File: config.mk
export PLATFORM = sky130hd
export DESIGN_NAME = ring_charge_centroid
export DESIGN_NICKNAME = d
export VERILOG_FILES = /design/src/rcc_pkg.sv /design/src/rcc_alu.sv /design/src/ring_charge_centroid.sv
export SDC_FILE = /design/constraint.sdc
export NUM_CORES = 2
export LEC_CHECK = 0
export BUFFER_PORTS_ARGS = -buffer_cell sky130_fd_sc_hd__buf_2
export CORE_MARGIN = 2
export CORE_UTILIZATION = 41
export CTS_BUF_LIST = sky130_fd_sc_hd__clkbuf_16
export DETAILED_ROUTE_END_ITERATION = 10
export GPL_TIMING_DRIVEN = 0
export SETUP_SLACK_MARGIN = 0.15
export SLEW_MARGIN = 20
export SYNTH_ARGS = -nofsm -noshare
export SYNTH_HDL_FRONTEND = slang
export SYNTH_HIERARCHICAL = 1
export SYNTH_SLANG_ARGS = --single-unit
File: constraint.sdc
create_clock -name clk -period 9.4 [get_ports clk]
set_clock_uncertainty 0.1 [all_clocks]
set_input_delay 0.94 -clock clk [delete_from_list [all_inputs] [get_ports clk]]
set_output_delay 0.94 -clock clk [all_outputs]
set_load 0.005 [all_outputs]
File: src/rcc_pkg.sv
// shared types, constants and the detector angle table for the ring centroid block
package rcc_pkg;

    localparam int CHANNELS = 16;
    localparam int CHAN_W   = 4;
    localparam int CHARGE_W = 16;
    localparam int SUM_W    = 20;
    localparam int WSUM_W   = 36;
    localparam int PROD_W   = 33;
    localparam int RADIUS_W = 15;
    localparam int POS_W    = 16;
    localparam int QUOT_W   = 17;
    localparam int ALU_W    = 53;

    localparam logic [SUM_W-1:0] SUM_MAX = {SUM_W{1'b1}};
    localparam logic [WSUM_W-1:0] WSUM_MAX = {1'b0, {(WSUM_W-1){1'b1}}};
    localparam logic [WSUM_W-1:0] WSUM_MIN = {1'b1, {(WSUM_W-1){1'b0}}};
    localparam logic [RADIUS_W-1:0] RADIUS_RESET = 15'd12288;

    typedef logic alu_op_t;
    localparam alu_op_t ALU_ADD = 1'b0;
    localparam alu_op_t ALU_SUB = 1'b1;

    typedef logic signed [15:0] trig_t;

    // q1.15 cosine and sine of k * 2pi / 16
    localparam trig_t COS_TAB [CHANNELS] = '{
        16'sd32767,  16'sd30274,  16'sd23170,  16'sd12540,
        16'sd0,      -16'sd12540, -16'sd23170, -16'sd30274,
        -16'sd32767, -16'sd30274, -16'sd23170, -16'sd12540,
        16'sd0,      16'sd12540,  16'sd23170,  16'sd30274
    };

    localparam trig_t SIN_TAB [CHANNELS] = '{
        16'sd0,      16'sd12540,  16'sd23170,  16'sd30274,
        16'sd32767,  16'sd30274,  16'sd23170,  16'sd12540,
        16'sd0,      -16'sd12540, -16'sd23170, -16'sd30274,
        -16'sd32767, -16'sd30274, -16'sd23170, -16'sd12540
    };

endpackage

File: src/rcc_alu.sv
// shared add/subtract unit used for accumulation, multiply and divide steps
module rcc_alu
    import rcc_pkg::*;
(
    input  logic [ALU_W-1:0] a,
    input  logic [ALU_W-1:0] b,
    input  alu_op_t          op,
    output logic [ALU_W:0]   res
);

    logic [ALU_W:0] a_ext;
    logic [ALU_W:0] b_ext;

    assign a_ext = {a[ALU_W-1], a};
    assign b_ext = {b[ALU_W-1], b};

    always_comb
    begin
        case (op)
            ALU_SUB: res = a_ext - b_ext;
            default: res = a_ext + b_ext;
        endcase
    end

endmodule

File: src/ring_charge_centroid.sv
// ring centroid: item accumulate, then shift-add multiply and restoring divide per axis
// a non-final item steps through accept, product, x add and y add
// a final item with nonzero total then scales and divides both axes in turn through
// the one shared adder (set, multiply, overflow check, divide, finish), then loads the result
// a zero total skips the division; the result register frees the input side
// reset clears sums, the sequencer and the result valid; ring_radius resets to 3.0 cm
module ring_charge_centroid
    import rcc_pkg::*;
(
    input  logic                 clk,
    input  logic                 rst_n,
    input  logic                 in_valid,
    output logic                 in_ready,
    input  logic [CHARGE_W-1:0]  charge,
    input  logic [CHAN_W-1:0]    channel,
    input  logic                 last_of_event,
    output logic                 out_valid,
    input  logic                 out_ready,
    output logic [POS_W-1:0]     pos_x,
    output logic [POS_W-1:0]     pos_y,
    output logic [SUM_W-1:0]     event_total,
    output logic                 zero_charge,
    input  logic                 cfg_valid,
    output logic                 cfg_ready,
    input  logic [RADIUS_W-1:0]  cfg_data
);

    localparam logic [3:0] S_IDLE = 4'd0;
    localparam logic [3:0] S_MX   = 4'd1;
    localparam logic [3:0] S_AX   = 4'd2;
    localparam logic [3:0] S_AY   = 4'd3;
    localparam logic [3:0] S_MSET = 4'd4;
    localparam logic [3:0] S_MUL  = 4'd5;
    localparam logic [3:0] S_OVF  = 4'd6;
    localparam logic [3:0] S_DIV  = 4'd7;
    localparam logic [3:0] S_FIN  = 4'd8;
    localparam logic [3:0] S_EMIT = 4'd9;

    localparam logic [4:0] MUL_LAST = 5'(RADIUS_W - 1);
    localparam logic [4:0] DIV_TOP  = 5'(QUOT_W - 1);

    logic [3:0]            state_reg, state_next;
    logic [RADIUS_W-1:0]   radius_reg, radius_next;
    logic [SUM_W-1:0]      charge_sum_reg, charge_sum_next;
    logic [WSUM_W-1:0]     wx_reg, wx_next;
    logic [WSUM_W-1:0]     wy_reg, wy_next;
    logic [CHARGE_W-1:0]   charge_reg, charge_next;
    trig_t                 cos_reg, cos_next;
    trig_t                 sin_reg, sin_next;
    logic                  last_reg, last_next;
    logic [PROD_W-1:0]     prod_reg, prod_next;
    logic                  axis_reg, axis_next;
    logic                  neg_reg, neg_next;
    logic [WSUM_W-1:0]     mag_reg, mag_next;
    logic [ALU_W-1:0]      acc_reg, acc_next;
    logic [ALU_W-1:0]      div_reg, div_next;
    logic [QUOT_W-1:0]     quot_reg, quot_next;
    logic                  big_reg, big_next;
    logic [4:0]            cnt_reg, cnt_next;
    logic [POS_W-1:0]      px_reg, px_next;
    logic [POS_W-1:0]      py_reg, py_next;
    logic                  zero_reg, zero_next;
    logic                  out_valid_reg, out_valid_next;
    logic [POS_W-1:0]      out_x_reg, out_x_next;
    logic [POS_W-1:0]      out_y_reg, out_y_next;
    logic [SUM_W-1:0]      out_total_reg, out_total_next;
    logic                  out_zero_reg, out_zero_next;

    logic [ALU_W-1:0]      alu_a, alu_b;
    alu_op_t               alu_op;
    logic [ALU_W:0]        alu_res;
    logic [WSUM_W-1:0]     wsum_sat;
    logic                  ovf_pos, ovf_neg;
    logic signed [PROD_W-1:0] mul_res;
    trig_t                 trig_sel;
    logic [SUM_W:0]        sum_wide;
    logic                  chan_ok;
    logic [WSUM_W-1:0]     w_sel;
    logic [QUOT_W-1:0]     quot_neg;
    logic [POS_W-1:0]      pos_val;
    logic                  emit_go;
    logic                  in_fire;

    rcc_alu u_alu (
        .a   (alu_a),
        .b   (alu_b),
        .op  (alu_op),
        .res (alu_res)
    );

    assign in_ready     = (state_reg == S_IDLE);
    assign in_fire      = in_valid && in_ready;
    // radius only changes between items so a running division keeps its scale
    assign cfg_ready    = (state_reg == S_IDLE);
    assign out_valid    = out_valid_reg;
    assign pos_x        = out_x_reg;
    assign pos_y        = out_y_reg;
    assign event_total  = out_total_reg;
    assign zero_charge  = out_zero_reg;

    assign chan_ok  = ({1'b0, channel} < 5'(CHANNELS));
    assign sum_wide = {1'b0, charge_sum_reg} + {{(SUM_W + 1 - CHARGE_W){1'b0}}, charge};
    assign trig_sel = (state_reg == S_MX) ? cos_reg : sin_reg;
    assign mul_res  = $signed({1'b0, charge_reg}) * trig_sel;
    assign w_sel    = axis_reg ? wy_reg : wx_reg;
    assign quot_neg = ~quot_reg + {{(QUOT_W-1){1'b0}}, 1'b1};
    assign emit_go  = (state_reg == S_EMIT) && (!out_valid_reg || out_ready);

    // saturate the accumulator sum back to the weighted-sum range
    assign ovf_pos  = !alu_res[ALU_W] && (alu_res[ALU_W-1:WSUM_W-1] != '0);
    assign ovf_neg  = alu_res[ALU_W] && (alu_res[ALU_W-1:WSUM_W-1] != '1);
    assign wsum_sat = ovf_pos ? WSUM_MAX : (ovf_neg ? WSUM_MIN : alu_res[WSUM_W-1:0]);

    always_comb
    begin
        alu_a  = '0;
        alu_b  = '0;
        alu_op = ALU_ADD;
        case (state_reg)
            S_AX:
            begin
                alu_a = {{(ALU_W-WSUM_W){wx_reg[WSUM_W-1]}}, wx_reg};
                alu_b = {{(ALU_W-PROD_W){prod_reg[PROD_W-1]}}, prod_reg};
            end
            S_AY:
            begin
                alu_a = {{(ALU_W-WSUM_W){wy_reg[WSUM_W-1]}}, wy_reg};
                alu_b = {{(ALU_W-PROD_W){prod_reg[PROD_W-1]}}, prod_reg};
            end
            S_MUL:
            begin
                alu_a = acc_reg;
                if (radius_reg[cnt_reg[3:0]])
                begin
                    alu_b = {{(ALU_W-WSUM_W){1'b0}}, mag_reg} << cnt_reg[3:0];
                end
            end
            S_OVF:
            begin
                // numerator against divisor times 2^17
                alu_a  = acc_reg;
                alu_b  = {1'b0, charge_sum_reg, 32'd0};
                alu_op = ALU_SUB;
            end
            S_DIV:
            begin
                alu_a  = acc_reg;
                alu_b  = div_reg;
                alu_op = ALU_SUB;
            end
            default:
            begin
                alu_a  = '0;
                alu_b  = '0;
                alu_op = ALU_ADD;
            end
        endcase
    end

    always_comb
    begin
        if (big_reg)
        begin
            pos_val = neg_reg ? {1'b1, {(POS_W-1){1'b0}}} : {1'b0, {(POS_W-1){1'b1}}};
        end
        else if (neg_reg)
        begin
            pos_val = (quot_reg > 17'd32768) ? {1'b1, {(POS_W-1){1'b0}}}
                                             : quot_neg[POS_W-1:0];
        end
        else
        begin
            pos_val = (quot_reg > 17'd32767) ? {1'b0, {(POS_W-1){1'b1}}}
                                             : quot_reg[POS_W-1:0];
        end
    end

    always_comb
    begin
        state_next      = state_reg;
        radius_next     = radius_reg;
        charge_sum_next = charge_sum_reg;
        wx_next         = wx_reg;
        wy_next         = wy_reg;
        charge_next     = charge_reg;
        cos_next        = cos_reg;
        sin_next        = sin_reg;
        last_next       = last_reg;
        prod_next       = prod_reg;
        axis_next       = axis_reg;
        neg_next        = neg_reg;
        mag_next        = mag_reg;
        acc_next        = acc_reg;
        div_next        = div_reg;
        quot_next       = quot_reg;
        big_next        = big_reg;
        cnt_next        = cnt_reg;
        px_next         = px_reg;
        py_next         = py_reg;
        zero_next       = zero_reg;
        out_valid_next  = out_valid_reg && !out_ready;
        out_x_next      = out_x_reg;
        out_y_next      = out_y_reg;
        out_total_next  = out_total_reg;
        out_zero_next   = out_zero_reg;

        if (cfg_valid && cfg_ready)
        begin
            radius_next = cfg_data;
        end

        case (state_reg)
            S_IDLE:
            begin
                if (in_fire)
                begin
                    charge_next = charge;
                    last_next   = last_of_event;
                    // out-of-range channel adds nothing
                    if (chan_ok)
                    begin
                        cos_next        = COS_TAB[channel];
                        sin_next        = SIN_TAB[channel];
                        charge_sum_next = sum_wide[SUM_W] ? SUM_MAX : sum_wide[SUM_W-1:0];
                    end
                    else
                    begin
                        cos_next = '0;
                        sin_next = '0;
                    end
                    state_next = S_MX;
                end
            end
            S_MX:
            begin
                prod_next  = PROD_W'(mul_res);
                state_next = S_AX;
            end
            S_AX:
            begin
                wx_next    = wsum_sat;
                prod_next  = PROD_W'(mul_res);
                state_next = S_AY;
            end
            S_AY:
            begin
                wy_next = wsum_sat;
                if (!last_reg)
                begin
                    state_next = S_IDLE;
                end
                else if (charge_sum_reg == '0)
                begin
                    px_next    = '0;
                    py_next    = '0;
                    zero_next  = 1'b1;
                    state_next = S_EMIT;
                end
                else
                begin
                    axis_next  = 1'b0;
                    zero_next  = 1'b0;
                    state_next = S_MSET;
                end
            end
            S_MSET:
            begin
                neg_next   = w_sel[WSUM_W-1];
                mag_next   = w_sel[WSUM_W-1] ? (~w_sel + {{(WSUM_W-1){1'b0}}, 1'b1}) : w_sel;
                // rounding term: half the divisor
                acc_next   = {{(ALU_W-SUM_W-14){1'b0}}, charge_sum_reg, 14'd0};
                cnt_next   = '0;
                state_next = S_MUL;
            end
            S_MUL:
            begin
                acc_next = alu_res[ALU_W-1:0];
                cnt_next = cnt_reg + 5'd1;
                if (cnt_reg == MUL_LAST)
                begin
                    state_next = S_OVF;
                end
            end
            S_OVF:
            begin
                big_next   = !alu_res[ALU_W];
                div_next   = {2'b00, charge_sum_reg, 31'd0};
                quot_next  = '0;
                cnt_next   = DIV_TOP;
                state_next = S_DIV;
            end
            S_DIV:
            begin
                if (!alu_res[ALU_W])
                begin
                    acc_next = alu_res[ALU_W-1:0];
                end
                quot_next = {quot_reg[QUOT_W-2:0], !alu_res[ALU_W]};
                div_next  = div_reg >> 1;
                cnt_next  = cnt_reg - 5'd1;
                if (cnt_reg == '0)
                begin
                    state_next = S_FIN;
                end
            end
            S_FIN:
            begin
                if (axis_reg)
                begin
                    py_next    = pos_val;
                    state_next = S_EMIT;
                end
                else
                begin
                    px_next    = pos_val;
                    axis_next  = 1'b1;
                    state_next = S_MSET;
                end
            end
            S_EMIT:
            begin
                if (emit_go)
                begin
                    out_valid_next  = 1'b1;
                    out_x_next      = px_reg;
                    out_y_next      = py_reg;
                    out_total_next  = charge_sum_reg;
                    out_zero_next   = zero_reg;
                    charge_sum_next = '0;
                    wx_next         = '0;
                    wy_next         = '0;
                    state_next      = S_IDLE;
                end
            end
            default:
            begin
                state_next = S_IDLE;
            end
        endcase
    end

    always_ff @(posedge clk or negedge rst_n)
    begin
        if (!rst_n)
        begin
            state_reg      <= S_IDLE;
            radius_reg     <= RADIUS_RESET;
            charge_sum_reg <= '0;
            wx_reg         <= '0;
            wy_reg         <= '0;
            out_valid_reg  <= 1'b0;
            cnt_reg        <= '0;
            axis_reg       <= 1'b0;
        end
        else
        begin
            state_reg      <= state_next;
            radius_reg     <= radius_next;
            charge_sum_reg <= charge_sum_next;
            wx_reg         <= wx_next;
            wy_reg         <= wy_next;
            out_valid_reg  <= out_valid_next;
            cnt_reg        <= cnt_next;
            axis_reg       <= axis_next;
        end
    end

    always_ff @(posedge clk)
    begin
        charge_reg    <= charge_next;
        cos_reg       <= cos_next;
        sin_reg       <= sin_next;
        last_reg      <= last_next;
        prod_reg      <= prod_next;
        neg_reg       <= neg_next;
        mag_reg       <= mag_next;
        acc_reg       <= acc_next;
        div_reg       <= div_next;
        quot_reg      <= quot_next;
        big_reg       <= big_next;
        px_reg        <= px_next;
        py_reg        <= py_next;
        zero_reg      <= zero_next;
        out_x_reg     <= out_x_next;
        out_y_reg     <= out_y_next;
        out_total_reg <= out_total_next;
        out_zero_reg  <= out_zero_next;
    end

    a_zero_result: assert property (@(posedge clk) disable iff (!rst_n)
        out_valid_reg && out_zero_reg |->
            out_x_reg == '0 && out_y_reg == '0 && out_total_reg == '0)
        else $error("zero-charge item carries nonzero fields");

    a_nonzero_total: assert property (@(posedge clk) disable iff (!rst_n)
        out_valid_reg && !out_zero_reg |-> out_total_reg != '0)
        else $error("position item with zero total");

    a_sums_cleared: assert property (@(posedge clk) disable iff (!rst_n)
        emit_go |=> charge_sum_reg == '0 && wx_reg == '0 && wy_reg == '0)
        else $error("sums not cleared after event");

    a_div_count: assert property (@(posedge clk) disable iff (!rst_n)
        state_reg == S_DIV |-> cnt_reg <= DIV_TOP)
        else $error("divide step count out of range");

endmodule

==> metrics.md <==
| Metric | Value |
|---|---|
| Worst Setup Start Kind | `register` |
| R2R setup slack | `approximately 0.54 ns` |
| Routed WL per cell | `between 20 and 25 um` |
| Root buffer cell | `clkbuf_16` |
| DRT Pass-1 Iters | `6` |
| Sequential element share of the synthesized area | `0.3564` |
| Fmax | `between 100 and 150 MHz` |
| Final setup viols | `0` |
| Slew headroom | `0.2535` |
| Worst slew pin tran | `between 1 and 1.5 ns` |
| Clk buf depth | `3` |
| GRT overflow | `0` |
| Cell Area, Placed | `approximately 37000 um^2` |
| Dominant synthesized flop cell | `edfxtp_1` |
| Largest net degree at the start of global routing | `74` |
| Vias in the first global route | `27603` |
| Post-Syn Area | `35170 um^2` |
| Clk_lat worst skew | `between 0.6 and 0.7 ns` |
| Final Max Slew Viols | `0` |
| Crit-path max cell delay | `about 0.77 ns` |
| Fraction of registers with async set/reset | `0.2700` |
| I/O Buffers | `96` |
| Initial Util | `0.4131` |
| Design Area, Final | `slightly below 40000 um^2` |
| Post-route DRC violation count | `0` |
| Placed instance count | `4890` |
| Die X | `roughly 300 um` |
| Post-DP HPWL | `about 90000 um` |
| Mean area per synthesized cell | `9.668 um^2` |
| Worst Path Arrival | `approximately 9.2 ns` |
| Hold Buf Count CTS | `0` |
| Non-filler instance count after layout | `around 5000` |
| Seq cells post-synth | `around 440` |
| Core Area | `roughly 85000 um^2` |
| EDFF count, synth | `around 320` |
| Final period utilization | `0.9428` |
| WS Path Type | `reg2reg` |
| Worst-path fanout max | `10` |
| Post-Syn Nets | `4083` |
| Rows | `107` |
| Synth warn | `6` |
| Clock transition at the registers of the reported paths | `roughly 0.070 ns` |
| Tightest Hold Check Type | `in2async` |
| Final hold vios | `0` |
| Die footprint | `88150 um^2` |
| Synth-to-layout area growth | `11.60%` |
| RSZ-0062 raised after global routing | `false` |
| DR vias | `about 28000` |
| Post-route ant nets | `0` |
| Die height | `between 200 and 300 um` |
| Drt total wl | `roughly 110000 um` |
| Worst endpoint required time | `9.77 ns` |
| Nets | `between 4000 and 5000` |
| Share of cells above drive strength 1 | `0.1076` |
| Synth unique cells | `95` |
| CTS tree | `done` |
| CTS Sinks | `437` |
| Cells after Synth | `roughly 3600` |
| GRT Total Usage | `0.2462` |
| Ports | `97` |
| Final Critical Period | `a little under 9 ns` |
| Crit-path slowest cell | `a211oi_1` |
| Via density | `between 5 and 6` |
| Iteration-0 DRC Markers | `between 2000 and 2500` |
| Max Cap Violations | `0` |
| Global-route wire length before repair | `about 170000 um` |
| H-tree levels | `2` |
| RePlAce Congestion | `0.9600` |
| Worst Setup End Kind | `register` |
| Run status | `completed` |
| Initial antenna violation count | `5` |
| Largest register FFs | `53` |
| Inserted Clock Buffers | `49` |
==> area by class of cell <==
cell class | instances | area, um^2
sequential | 437 | 12530
antenna | 3 | 7.507
fill | 8352 | 45900
clock buffer | 52 | 1301
tap | 1144 | 1431
multi-input combinational | 2674 | 20770
buffer | 199 | 834.6
clock inverter | 39 | 374.1
timing repair buffer | 120 | 767.0
inverter | 327 | 1229
==> cell usage in the layout, fill, tap and decap left out, types with 54 or more instances in the layout <==
master	instances
nand2_1	403
inv_1	337
edfxtp_1	319
o21ai_0	232
a21oi_1	214
ha_1	206
nor2_1	199
fa_1	197
clkbuf_1	139
xnor2_1	121
dfrtp_1	116
buf_2	109
and3_1	94
mux2_2	77
and2_1	77
mux2i_1	76
a21o_1	56
nor3_1	54
==> per-stage QoR <==
stage	setup TNS [ns]	hold slack, ns	util	setup slack [ns]
after floorplan	0	0.3003	-	0.9730
after global placement	-283.45	0.3026	0.4356	-2.455
after detailed placement	-132.20	0.3045	0.4382	-1.562
after CTS	0	0.1587	0.4594	0.1638
after global routing	0	0.1861	0.4609	0.1014
final	0	0.1634	0.4610	0.5375
==> critical path, delay by kind of cell, from the launching register on <==
family / cells / cell delay, ns
adder cells (fa/ha/maj): 1 / 0.30
XOR/XNOR: 2 / 0.32
buffers and inverters: 6 / 1.21
AND/OR/NAND/NOR: 14 / 2.98
flip-flops: 1 / 0.40
multiplexers: 1 / 0.36
AO/OA/AOI/OAI: 9 / 3.03
==> path summary, 6_finish.rpt <==
| path | startpoint | end | depth (start not counted) |
|---|---|---|---|
| max | cnt_reg[0] | wy_reg[16] | 33 |
| min | rst_n | wy_reg[7] | 1 |
| max reg2reg | cnt_reg[0] | wy_reg[16] | 33 |
| min reg2reg | py_reg[4] | pos_y[4] | 0 |
| max in group asynchronous | rst_n | radius_reg[12] | 2 |
| min in group clk | py_reg[4] | pos_y[4] | 0 |
==> synth_stat cells, types with 16 or more instances <==
library cell | n | area, um^2
buf_2 | 16 | 80.08
a211oi_1 | 21 | 157.7
fa_1 | 197 | 3944
nand2b_1 | 45 | 281.5
xnor2_1 | 122 | 1069
nor2b_1 | 45 | 281.5
o21ai_0 | 274 | 1371
o21a_1 | 16 | 120.1
a31oi_1 | 46 | 287.8
nor2_1 | 200 | 750.7
ha_1 | 207 | 2590
dfrtp_1 | 116 | 2903
xor2_1 | 52 | 455.4
nor3_1 | 56 | 280.3
a21oi_1 | 220 | 1101
nand4_1 | 26 | 162.7
clkbuf_1 | 165 | 619.3
mux2i_1 | 79 | 790.8
nand2_1 | 404 | 1516
a22oi_1 | 39 | 292.8
nand3_1 | 41 | 205.2
inv_1 | 325 | 1220
and3_1 | 94 | 588.1
buf_1 | 16 | 60.06
a21o_1 | 56 | 420.4
mux4_2 | 18 | 405.4
edfxtp_1 | 319 | 9579
o221ai_1 | 17 | 148.9
nor4_1 | 24 | 150.1
mux2_2 | 77 | 867.1
and2_1 | 77 | 481.7
==> layer usage <==
layer  wire length, um  up-vias  track usage  part of all wire
met4              4354        4      0.08874             0.040
met2             51530      886       0.4098              0.47
met1             47170    13518       0.3321              0.43
met5                27        -            0           0.00025
li1                  -    13164            -                 -
met3              6373      234      0.02765             0.058
==> logic make-up after synthesis <==
kind of cell | after synthesis | share of synthesized area
AOI/OAI and AO/OA | 834 | 0.1460
xor gates and xnor gates | 175 | 0.04411
adders and majority gates | 404 | 0.1858
buffers and inverters | 527 | 0.05734
DFF | 437 | 0.3564
muxes | 175 | 0.05909
and+or+nand+nor | 1086 | 0.1514
==> repair_timing <==
item | 4_1_cts | 5_1_grt
pin swaps | 2 | 5
buffers inserted | 7 | 5
endpoints found under the setup margin | 124 | 101
resized for setup | 23 | 90
Power is not shown: default switching activity piles up to over one toggle a cycle in this logic, so the estimate is an artifact.
